## src/sv/obdq_pkg.sv

```systemverilog
// ----------------------------------------------------------------------------
// obdq_pkg
// Shared types and constants of the diagnostic query transaction engine.
// ----------------------------------------------------------------------------
package obdq_pkg;

    localparam int IDENT_W   = 11;
    localparam int TICK_W    = 16;
    localparam int BYTE_W    = 8;
    localparam int PAYLOAD_W = 64;
    localparam int LENGTH_W  = 4;
    localparam int KIND_W    = 2;
    localparam int OP_W      = 2;
    localparam int CFG_IDX_W = 2;
    localparam int CFG_DATA_W = 16;
    localparam int IN_DATA_W  = 96;
    localparam int OUT_DATA_W = 144;

    localparam logic [OP_W-1:0] OP_QUERY = 2'd0;
    localparam logic [OP_W-1:0] OP_FRAME = 2'd1;
    localparam logic [OP_W-1:0] OP_TICK  = 2'd2;

    localparam logic [KIND_W-1:0] KIND_TX      = 2'd0;
    localparam logic [KIND_W-1:0] KIND_REPLY   = 2'd1;
    localparam logic [KIND_W-1:0] KIND_TIMEOUT = 2'd2;
    localparam logic [KIND_W-1:0] KIND_REFUSED = 2'd3;

    localparam logic [CFG_IDX_W-1:0] CFG_ENABLED     = 2'd0;
    localparam logic [CFG_IDX_W-1:0] CFG_REQUEST_ID  = 2'd1;
    localparam logic [CFG_IDX_W-1:0] CFG_RESPONSE_ID = 2'd2;
    localparam logic [CFG_IDX_W-1:0] CFG_TIMEOUT     = 2'd3;

    localparam logic [IDENT_W-1:0] REQUEST_ID_RESET  = 11'h7DF;
    localparam logic [IDENT_W-1:0] RESPONSE_ID_RESET = 11'h7E8;
    localparam logic [TICK_W-1:0]  TIMEOUT_RESET     = 16'd1000;

    localparam logic [BYTE_W-1:0]   PCI_SINGLE_TWO = 8'h02;
    localparam logic [BYTE_W-1:0]   MODE01_REPLY   = 8'h41;
    localparam logic [LENGTH_W-1:0] MAX_LENGTH     = 4'd8;
    localparam logic [LENGTH_W-1:0] MIN_PID_LENGTH = 4'd3;
    localparam logic [IDENT_W-1:0]  REPLY_WINDOW   = 11'd2;
    localparam logic [TICK_W-1:0]   TICK_MAX       = 16'hFFFF;

    typedef struct packed {
        logic               enabled;
        logic [IDENT_W-1:0] request_id;
        logic [IDENT_W-1:0] response_base_id;
        logic [TICK_W-1:0]  timeout_ticks;
    } cfg_t;

    typedef struct packed {
        logic                waiting;
        logic [TICK_W-1:0]   elapsed_ticks;
        logic [BYTE_W-1:0]   pending_pid;
    } state_t;

    typedef struct packed {
        logic [OP_W-1:0]      operation;
        logic [BYTE_W-1:0]    query_mode;
        logic [BYTE_W-1:0]    query_pid;
        logic [IDENT_W-1:0]   rx_ident;
        logic [LENGTH_W-1:0]  rx_length;
        logic [PAYLOAD_W-1:0] rx_payload;
    } item_t;

    typedef struct packed {
        logic [KIND_W-1:0]    kind;
        logic [IDENT_W-1:0]   tx_ident;
        logic [PAYLOAD_W-1:0] tx_payload;
        logic [LENGTH_W-1:0]  reply_length;
        logic [PAYLOAD_W-1:0] reply_payload;
        logic                 pid_reply_ok;
    } result_t;

endpackage

```

## src/sv/obd_query_transaction_engine_top.sv

```systemverilog
// ----------------------------------------------------------------------------
// obd_query_transaction_engine_top
// Runs one diagnostic query at a time over 11-bit CAN: emits the request
// frame, matches the reply or reports a timeout.
//
//   Channel   Direction  Content
//   s_axis    in         tuser: operation; tdata: query item or received frame
//   m_axis    out        tuser: kind; tdata: transmit frame or reply report
//   cfg       in         register writes, one per cycle, no read-back
//
// One transaction per clock is accepted while the output is not stalled; each
// passes the input register, then its result (if any) the result register.
// The state update is a single compare-and-update between the two registers.
// A stalled output holds its result while the input register keeps one more
// transaction; ready then drops until the output is taken.
// Reset clears the query state and loads the register defaults.
// ----------------------------------------------------------------------------
module obd_query_transaction_engine_top
(
    input  logic                                clk,
    input  logic                                rst_n,
    // tuser: operation[1:0]
    input  logic [obdq_pkg::OP_W-1:0]           s_tuser,
    // tdata: query_mode[7:0], query_pid[15:8], rx_ident[26:16],
    //        rx_length[30:27], rx_payload[94:31], zero pad[95]
    input  logic [obdq_pkg::IN_DATA_W-1:0]      s_tdata,
    input  logic                                s_tvalid,
    output logic                                s_tready,
    // tuser: kind[1:0]
    output logic [obdq_pkg::KIND_W-1:0]         m_tuser,
    // tdata: tx_ident[10:0], tx_payload[74:11], reply_length[78:75],
    //        reply_payload[142:79], pid_reply_ok[143]
    output logic [obdq_pkg::OUT_DATA_W-1:0]     m_tdata,
    output logic                                m_tvalid,
    input  logic                                m_tready,
    input  logic                                cfg_we,
    input  logic [obdq_pkg::CFG_IDX_W-1:0]      cfg_index,
    input  logic [obdq_pkg::CFG_DATA_W-1:0]     cfg_data
);

    obdq_pkg::cfg_t    cfg_reg;
    obdq_pkg::state_t  state_reg;
    obdq_pkg::state_t  state_next;
    obdq_pkg::item_t   item_reg;
    obdq_pkg::result_t result_next;
    obdq_pkg::result_t result_reg;
    logic              in_valid_reg;
    logic              out_valid_reg;
    logic              has_result;
    logic              advance;
    logic              in_take;

    assign advance  = in_valid_reg && (!out_valid_reg || m_tready);
    assign s_tready = !in_valid_reg || advance;
    assign in_take  = s_tvalid && s_tready;

    obdq_step u_step
    (
        .item       (item_reg),
        .cfg        (cfg_reg),
        .state      (state_reg),
        .state_next (state_next),
        .has_result (has_result),
        .result     (result_next)
    );

    always_ff @(posedge clk or negedge rst_n)
    begin
        if (!rst_n)
        begin
            cfg_reg.enabled          <= 1'b0;
            cfg_reg.request_id       <= obdq_pkg::REQUEST_ID_RESET;
            cfg_reg.response_base_id <= obdq_pkg::RESPONSE_ID_RESET;
            cfg_reg.timeout_ticks    <= obdq_pkg::TIMEOUT_RESET;
        end
        else if (cfg_we)
        begin
            case (cfg_index)
                obdq_pkg::CFG_ENABLED:
                    cfg_reg.enabled <= cfg_data[0];
                obdq_pkg::CFG_REQUEST_ID:
                    cfg_reg.request_id <= cfg_data[obdq_pkg::IDENT_W-1:0];
                obdq_pkg::CFG_RESPONSE_ID:
                    cfg_reg.response_base_id <= cfg_data[obdq_pkg::IDENT_W-1:0];
                obdq_pkg::CFG_TIMEOUT:
                    cfg_reg.timeout_ticks <= cfg_data[obdq_pkg::TICK_W-1:0];
                default:
                    cfg_reg.enabled <= cfg_reg.enabled;
            endcase
        end
    end

    always_ff @(posedge clk or negedge rst_n)
    begin
        if (!rst_n)
        begin
            in_valid_reg  <= 1'b0;
            out_valid_reg <= 1'b0;
            state_reg     <= '0;
        end
        else
        begin
            if (in_take)
            begin
                in_valid_reg <= 1'b1;
            end
            else if (advance)
            begin
                in_valid_reg <= 1'b0;
            end

            if (advance)
            begin
                state_reg     <= state_next;
                out_valid_reg <= has_result;
            end
            else if (m_tready)
            begin
                out_valid_reg <= 1'b0;
            end
        end
    end

    always_ff @(posedge clk)
    begin
        if (in_take)
        begin
            item_reg.operation  <= s_tuser;
            item_reg.query_mode <= s_tdata[7:0];
            item_reg.query_pid  <= s_tdata[15:8];
            item_reg.rx_ident   <= s_tdata[26:16];
            item_reg.rx_length  <= s_tdata[30:27];
            item_reg.rx_payload <= s_tdata[94:31];
        end
        if (advance && has_result)
        begin
            result_reg <= result_next;
        end
    end

    assign m_tvalid = out_valid_reg;
    assign m_tuser  = result_reg.kind;
    assign m_tdata  = {result_reg.pid_reply_ok, result_reg.reply_payload,
                       result_reg.reply_length, result_reg.tx_payload,
                       result_reg.tx_ident};

endmodule

```

## src/sv/obdq_step.sv

```systemverilog
// ----------------------------------------------------------------------------
// obdq_step
// Combinational update of the query state for one item and its result.
// ----------------------------------------------------------------------------
module obdq_step
(
    input  obdq_pkg::item_t   item,
    input  obdq_pkg::cfg_t    cfg,
    input  obdq_pkg::state_t  state,
    output obdq_pkg::state_t  state_next,
    output logic              has_result,
    output obdq_pkg::result_t result
);

    logic [obdq_pkg::IDENT_W:0]    id_diff;
    logic                          id_match;
    logic [obdq_pkg::LENGTH_W-1:0] len_clamped;
    logic [obdq_pkg::PAYLOAD_W-1:0] masked_payload;
    logic [obdq_pkg::TICK_W-1:0]   elapsed_inc;

    always_comb
    begin
        id_diff  = {1'b0, item.rx_ident} - {1'b0, cfg.response_base_id};
        id_match = !id_diff[obdq_pkg::IDENT_W]
                   && (id_diff[obdq_pkg::IDENT_W-1:0] <= obdq_pkg::REPLY_WINDOW);

        len_clamped = (item.rx_length > obdq_pkg::MAX_LENGTH) ? obdq_pkg::MAX_LENGTH
                                                               : item.rx_length;
        for (int i = 0; i < 8; i++)
        begin
            masked_payload[i*obdq_pkg::BYTE_W +: obdq_pkg::BYTE_W] =
                (obdq_pkg::LENGTH_W'(i) < len_clamped)
                ? item.rx_payload[i*obdq_pkg::BYTE_W +: obdq_pkg::BYTE_W]
                : '0;
        end

        elapsed_inc = (state.elapsed_ticks == obdq_pkg::TICK_MAX)
                      ? state.elapsed_ticks
                      : state.elapsed_ticks + obdq_pkg::TICK_W'(1);
    end

    always_comb
    begin
        state_next = state;
        has_result = 1'b0;
        result     = '0;
        case (item.operation)
            obdq_pkg::OP_QUERY:
            begin
                has_result = 1'b1;
                if (!cfg.enabled || state.waiting)
                begin
                    result.kind = obdq_pkg::KIND_REFUSED;
                end
                else
                begin
                    state_next.waiting       = 1'b1;
                    state_next.elapsed_ticks = '0;
                    state_next.pending_pid   = item.query_pid;
                    result.kind       = obdq_pkg::KIND_TX;
                    result.tx_ident   = cfg.request_id;
                    result.tx_payload = {40'd0, item.query_pid, item.query_mode,
                                         obdq_pkg::PCI_SINGLE_TWO};
                end
            end
            obdq_pkg::OP_FRAME:
            begin
                if (state.waiting && id_match)
                begin
                    state_next.waiting   = 1'b0;
                    has_result           = 1'b1;
                    result.kind          = obdq_pkg::KIND_REPLY;
                    result.reply_length  = len_clamped;
                    result.reply_payload = masked_payload;
                    result.pid_reply_ok  = (len_clamped >= obdq_pkg::MIN_PID_LENGTH)
                                           && (masked_payload[15:8] == obdq_pkg::MODE01_REPLY)
                                           && (masked_payload[23:16] == state.pending_pid);
                end
            end
            obdq_pkg::OP_TICK:
            begin
                if (state.waiting)
                begin
                    state_next.elapsed_ticks = elapsed_inc;
                    if (elapsed_inc >= cfg.timeout_ticks)
                    begin
                        state_next.waiting = 1'b0;
                        has_result         = 1'b1;
                        result.kind        = obdq_pkg::KIND_TIMEOUT;
                    end
                end
            end
            default:
            begin
                has_result = 1'b0;
            end
        endcase
    end

endmodule

```

## config.mk

```make
export PLATFORM = sky130hd
export DESIGN_NAME = obd_query_transaction_engine_top
export DESIGN_NICKNAME = d
export VERILOG_FILES = /design/src/sv/obdq_pkg.sv /design/src/sv/obd_query_transaction_engine_top.sv /design/src/sv/obdq_step.sv
export SDC_FILE = /design/constraint.sdc
export NUM_CORES = 1
export LEC_CHECK = 0
export BUFFER_PORTS_ARGS = -buffer_cell sky130_fd_sc_hd__buf_2
export CAP_MARGIN = 10
export CORE_MARGIN = 8
export CORE_UTILIZATION = 35
export CTS_CLUSTER_SIZE = 16
export DETAILED_ROUTE_END_ITERATION = 10
export PLACE_DENSITY = 0.63
export SKIP_LAST_GASP = 1
export SYNTH_ARGS = -nofsm -noshare
export SYNTH_HDL_FRONTEND = slang
export SYNTH_SLANG_ARGS = --single-unit
```

## constraint.sdc

```tcl
create_clock -name clk -period 6.31 [get_ports clk]
set_input_delay 0 -clock clk [delete_from_list [all_inputs] [get_ports clk]]
set_output_delay 0 -clock clk [all_outputs]
set_load 0.005 [all_outputs]
```

### After elaboration in Yosys (flattened, before gate mapping)

Index checks and enable logic that the tools add are counted.

| word-level totals | value |
|---|---|
| register bits | 309 |
| bits of input ports | 121 |
| output and inout port bits | 148 |
| logic and storage cells | 114 |

| cells by class | value |
|---|---|
| $add $sub $neg | 2 |
| order comparisons | 12 |
| equality and inequality tests | 11 |
| muxes and demuxes | 24 |
| bitwise operators | 2 |
| reductions and logical operators | 35 |

Operator list:

| cell | count |
|---|---|
| $pmux 16 s2 | 1 |
| $mux 25 | 1 |
| $reduce_and 3->1 | 7 |
| $mux 17 | 1 |
| $add 16x1->16 const B | 1 |
| $eq 16x16->1 const B | 1 |
| $ge 16x16->1 | 1 |
| $lt 3x4->1 const A | 4 |
| $mux 16 | 1 |
| $mux 8 | 2 |
| $sub 11x11->12 | 1 |
| $le 11x2->1 const B | 1 |
| $mux 1 | 10 |
| $reduce_and 2->1 | 5 |
| $eq 8x7->1 const B | 1 |
| $eq 8x8->1 | 1 |
| $lt 1x4->1 const A | 2 |
| $lt 2x4->1 const A | 2 |
| $mux 2 | 4 |
| $reduce_and 4->1 | 2 |
| $logic_and 1x1->1 | 7 |
| $eq 2x2->1 const B | 3 |
| $pmux 1 s3 | 2 |
| $pmux 2 s3 | 1 |
| 13 further kinds | 24 |

### Longest topological paths before layout

| depth | value |
|---|---|
| depth in word-level cells | 7 |
| depth in mapped cells | 15 |
| depth with buffers taken out | 15 |

### Hierarchy

A second synthesis with hierarchy kept.

| second synthesis, totals | value |
|---|---|
| cells, all modules | 936 |
| area total of the unflattened synthesis | 13297.8 um2 |

Modules (own cells, without submodules):

| module | instances | cells an instance | area an instance (um2) | sequential area each (um2) |
|---|---|---|---|---|
| obd_query_transaction_engine_top | 1 | 391 | 9965.8 | 8977.4 |
| obdq_step | 1 | 545 | 3331.9 | 0.0 |

### Worst setup path after synthesis

OpenSTA, ideal clock, no wires.

| timing path | value |
|---|---|
| path type | register -> register |
| start point | register state_reg[8] (netlist name) |
| end point | register result_reg, in the netlist m_tdata[0] (enable) |
| setup time | 0.475 ns |
| arrival | 5.151 ns |
| data required time | 5.835 ns |
| path slack | 0.684 ns |
| stages on the path, launching flop included | 15 |
| path buffers | 0 |
| clock period less this slack | 5.626 ns |
| cell sequence | dfrtp_1 > ha_1 > and3_1 > nand4_1 > nor3_1 > nor3_1 > xor2_1 > ha_1 > nand4_1 > o21bai_1 > o21ai_0 > o21ai_0 > o21ai_0 > nor2_1 > o31a_1 |

| on the way | value |
|---|---|
| cells in the longest elaborated chain, start to end | 7 |
| elaborated cells on any way between the ends | 8 |
| those cells by class | 1 x add/sub; 1 x order compare; 1 x eq/ne; 4 x mux; 1 x reduce/logical |

Ends and longest elaborated chain:

| what | RTL line | text |
|---|---|---|
| start: declaration | obd_query_transaction_engine_top.sv:42 | `obdq_pkg::state_t state_reg;` |
| start signal: assignment | obd_query_transaction_engine_top.sv:114 | `state_reg <= state_next;` |
| $add 16x1->16 / $eq 16x16->1 (equally long branches) | obdq_step.sv:39, obdq_step.sv:37 |  |
| $mux 16 (*) | obdq_step.sv:38 | `? state.elapsed_ticks` |
| $ge 16x16->1 (*) | obdq_step.sv:85 | `if (elapsed_inc >= cfg.timeout_ticks)` |
| $mux 1 (*) | obdq_step.sv:85 |  |
| $mux 1 (*) | obdq_step.sv:82 | `if (state.waiting)` |
| $pmux 1 s3 (*) | obdq_step.sv:47 | `case (item.operation)` |
| $logic_and 1x1->1 (*) | obd_query_transaction_engine_top.sv:135 | `if (advance && has_result)` |
| end signal: assignment | obd_query_transaction_engine_top.sv:137 | `result_reg <= result_next;` |
| end: declaration | obd_query_transaction_engine_top.sv:46 | `obdq_pkg::result_t result_reg;` |

Every way passes the cells marked *; elsewhere a longest branch is shown, timed or not.
A chain may end at the register's enable or synchronous reset.

### Worst setup path in the final report

| timing path | value |
|---|---|
| start point | register state_reg[8] (netlist name) |
| end point | register result_reg, in the netlist m_tdata[92] (enable) |

Same word-level chain as after synthesis.

==> impl_metrics.toml <==
[outcome]
outcome = "finished clean"

[setup_path]
crit_path_end_kind = "flop"
max_stage_delay_ns = 0.82
critPathKind = "flop to flop"
worstPathRequired_ns = 6.52
arrival_ns = 5.21
crit_fanout = 67
path_cells = "ha_1 -> and3_1 -> nand4_1 -> nor3_1 -> nor3_1 -> xor2_1 -> ha_1 -> nand4_1 -> o21bai_1 -> a2111oi_0 -> o21ai_0 -> o21ai_0 -> nor2_1 -> o31a_2 -> buf_12"
start_kind = "flop"
critPathBufInv = 1
crit_start = "state_reg[8]$_DFFE_PN0P_"
cpLargestDelayFamily = "compound AO/OA/AOI/OAI gates"
r2r_start = "state_reg[8]$_DFFE_PN0P_"
crit_slowest_cell = "o31a_2"

[final_layout]
antenna_cells = 0
area_growth_pct = 31.5
final_core_util_pct = 46.8
drive_gt1_share_pct = 30.5
finalNetCount = 1293

[synthesis]
syn_area_um2 = 11300
yosys_most_used_dff = "edfxtp_1"
synth.avg_cell_area_um2 = 14.3
ys_ff_latch = 262
synth_enable_flop_cells = 196
syn_inst = 786
postSynth.asyncResetShare_pct = 25.2
netlist-cell-type-count = 61
yosys_warnings = 0
ys_seq_area_share_pct = 67.2

[clocking]
post_cts_buffers = 0
cts_buffers = 29
clk_pin_slew_ns = 0.06
cts_buffer_depth = 3
cts_tree = "built"
cts_htree_levels = 1
worstSkewPairLatency_ns = 0.55
root_buffer = "clkbuf_16"
cts_resized = 0
cts_sinks = 262

[routing]
detail-route-antenna-nets = 0
wl_mm = 27.1
drtIter0Drc = 299
drt-wirelength-per-cell_um = 17.3
drt_pre_antenna_iters = 4
routed-via-count = 7244
viasPerCell = 4.63
drc = 0

[placed_design]
io_buffers = 220
dp_hpwl_mm = 18.5
gp_congestion = 0.803

[grt]
antenna_found_initial = 0
grt_pass1_wl_mm = 42.1
grt_max_degree = 75
track_usage_pct = 13.6
grt_overflow = 0
grt_pass1_vias = 7487

[timing]
report.final.hold_viol_count = 0
setup_viol = 0
fmax_ghz = 0.200
slew_violations = 0
setup_tns_ns = 0
finClkSkew_ns = 0.0122
grt_setup_unrepaired = "false"
finalCritPeriodShare_pct = 79.3
tightest_slew_ns = 1.02
slew_headroom_pct = 31.7
period_needed_ns = 5.00

[floorplan]
die_area_um2 = 38200
fp-row-count = 65
initial_utilization_pct = 35.6
pin_count = 269
die_w_um = 195
chipHeight_um = 195
core_um2 = 31600

[pwr]
p_leak_nw = 6.44
peakVddDrop_uv = 215
power_density_nw_per_um2 = 297

[worst_hold_path]
hold_class = "input port to flop"
hp-start = "s_tdata[25]"

[job]
drv_cap = 0
what timing repair did:
action,in CTS,in global routing
hold endpoints to repair,204,0
setup endpoints to repair,0,0
hold buffers,120,0
per-stage QoR:
stage | power, mW | area [um^2] | cells | hold slack [ns] | setup slack (ns)
floorplan | 2.47 | 11400 | 832 | -0.296 | 0.684
global placement | 2.60 | 12600 | 1390 | 0.177 | 1.38
detailed placement | 2.62 | 12600 | 1390 | 0.178 | 1.26
CTS | 4.47 | 14800 | 1563 | 0.124 | 1.23
global route | 4.60 | 14800 | 1563 | 0.135 | 0.656
finish | 4.40 | 14800 | 1563 | 0.163 | 1.31
cell usage after synthesis (all sizes together), types with 17 or more instances:
library cell	count	area, um^2
dfrtp	43	1080
o21ai	27	135
ha	32	400
dfstp	23	604
inv	37	139
edfxtp	196	5890
nand2	27	101
buf	52	414
mux2	48	541
clkbuf	17	68.8
and3	68	425
nor2	20	75.1
and2	29	181
layout make-up:
cell class | count | area [um^2]
clock buffers | 35 | 768
clock inverters | 18 | 229
fillers | 2766 | 16800
inverters | 37 | 139
multi-input cells | 464 | 3260
flip-flops and latches | 262 | 7570
well taps | 402 | 503
repair buffers | 345 | 2350
worst paths after layout:
path | slack, ns | depth (start not counted) | to
max | 1.31 | 15 | m_tdata[92]$_SDFFCE_PN0P_
min | 0.16 | 2 | item_reg[77]$_DFFE_PP_
max reg2reg | 1.31 | 15 | m_tdata[92]$_SDFFCE_PN0P_
min reg2reg | 0.50 | 1 | state_reg[3]$_DFFE_PN0P_
max in group asynchronous | 5.53 | 3 | state_reg[4]$_DFFE_PN0P_
min in group asynchronous | 0.20 | 3 | cfg_reg[12]$_DFFE_PN0P_
layer usage:
metal  vias to the layer above  GRT usage [%]  share of wire (%)
met5                         -              0                  0
met3                        29           3.13                6.7
li1                       3518              -                  -
met1                      3471           17.2                 43
met4                         0           2.53                1.5
met2                       226           23.9                 49
layout by cell type, fill, tap and decap left out, types with 5 or more instances in the layout:
cell type	instances
nor3b_1	5
dfrtp_1	43
edfxtp_1	196
nand3b_1	6
bufinv_16	5
xnor2_1	10
a31oi_1	7
o21a_1	5
conb_1	47
inv_1	37
o31ai_1	7
nand3_1	13
mux2_2	48
clkinv_1	7
ha_1	32
and3_1	68
nand4_1	6
nor2_1	20
dlygate4sd3_1	120
nor2b_1	9
and2_1	28
xor2_1	6
a22o_1	7
or2_2	5
o21ai_0	26
nand2b_1	11
nor3_1	5
buf_2	220
nand2_1	27
a21oi_1	16
clkbuf_16	29
dfstp_2	23
power by group:
part           leakage (nW)  internal (mW)  switching, mW  total, mW
clock                 0.488           1.07          0.680       1.75
combinational          3.24          0.275          0.273      0.548
sequential             2.71           2.02         0.0827       2.10
total                  6.44           3.37           1.04       4.40
logic make-up after synthesis:
family | share of synthesized area, %
buffers and inverters | 5.52
adders and majority gates | 3.73
muxes | 5.06
AOI/OAI and AO/OA | 5.57
xor gates and xnor gates | 1.24
other | 0.0333
and+or+nand+nor | 11.7
DFF | 67.2
(Power assumes the default switching activity.)
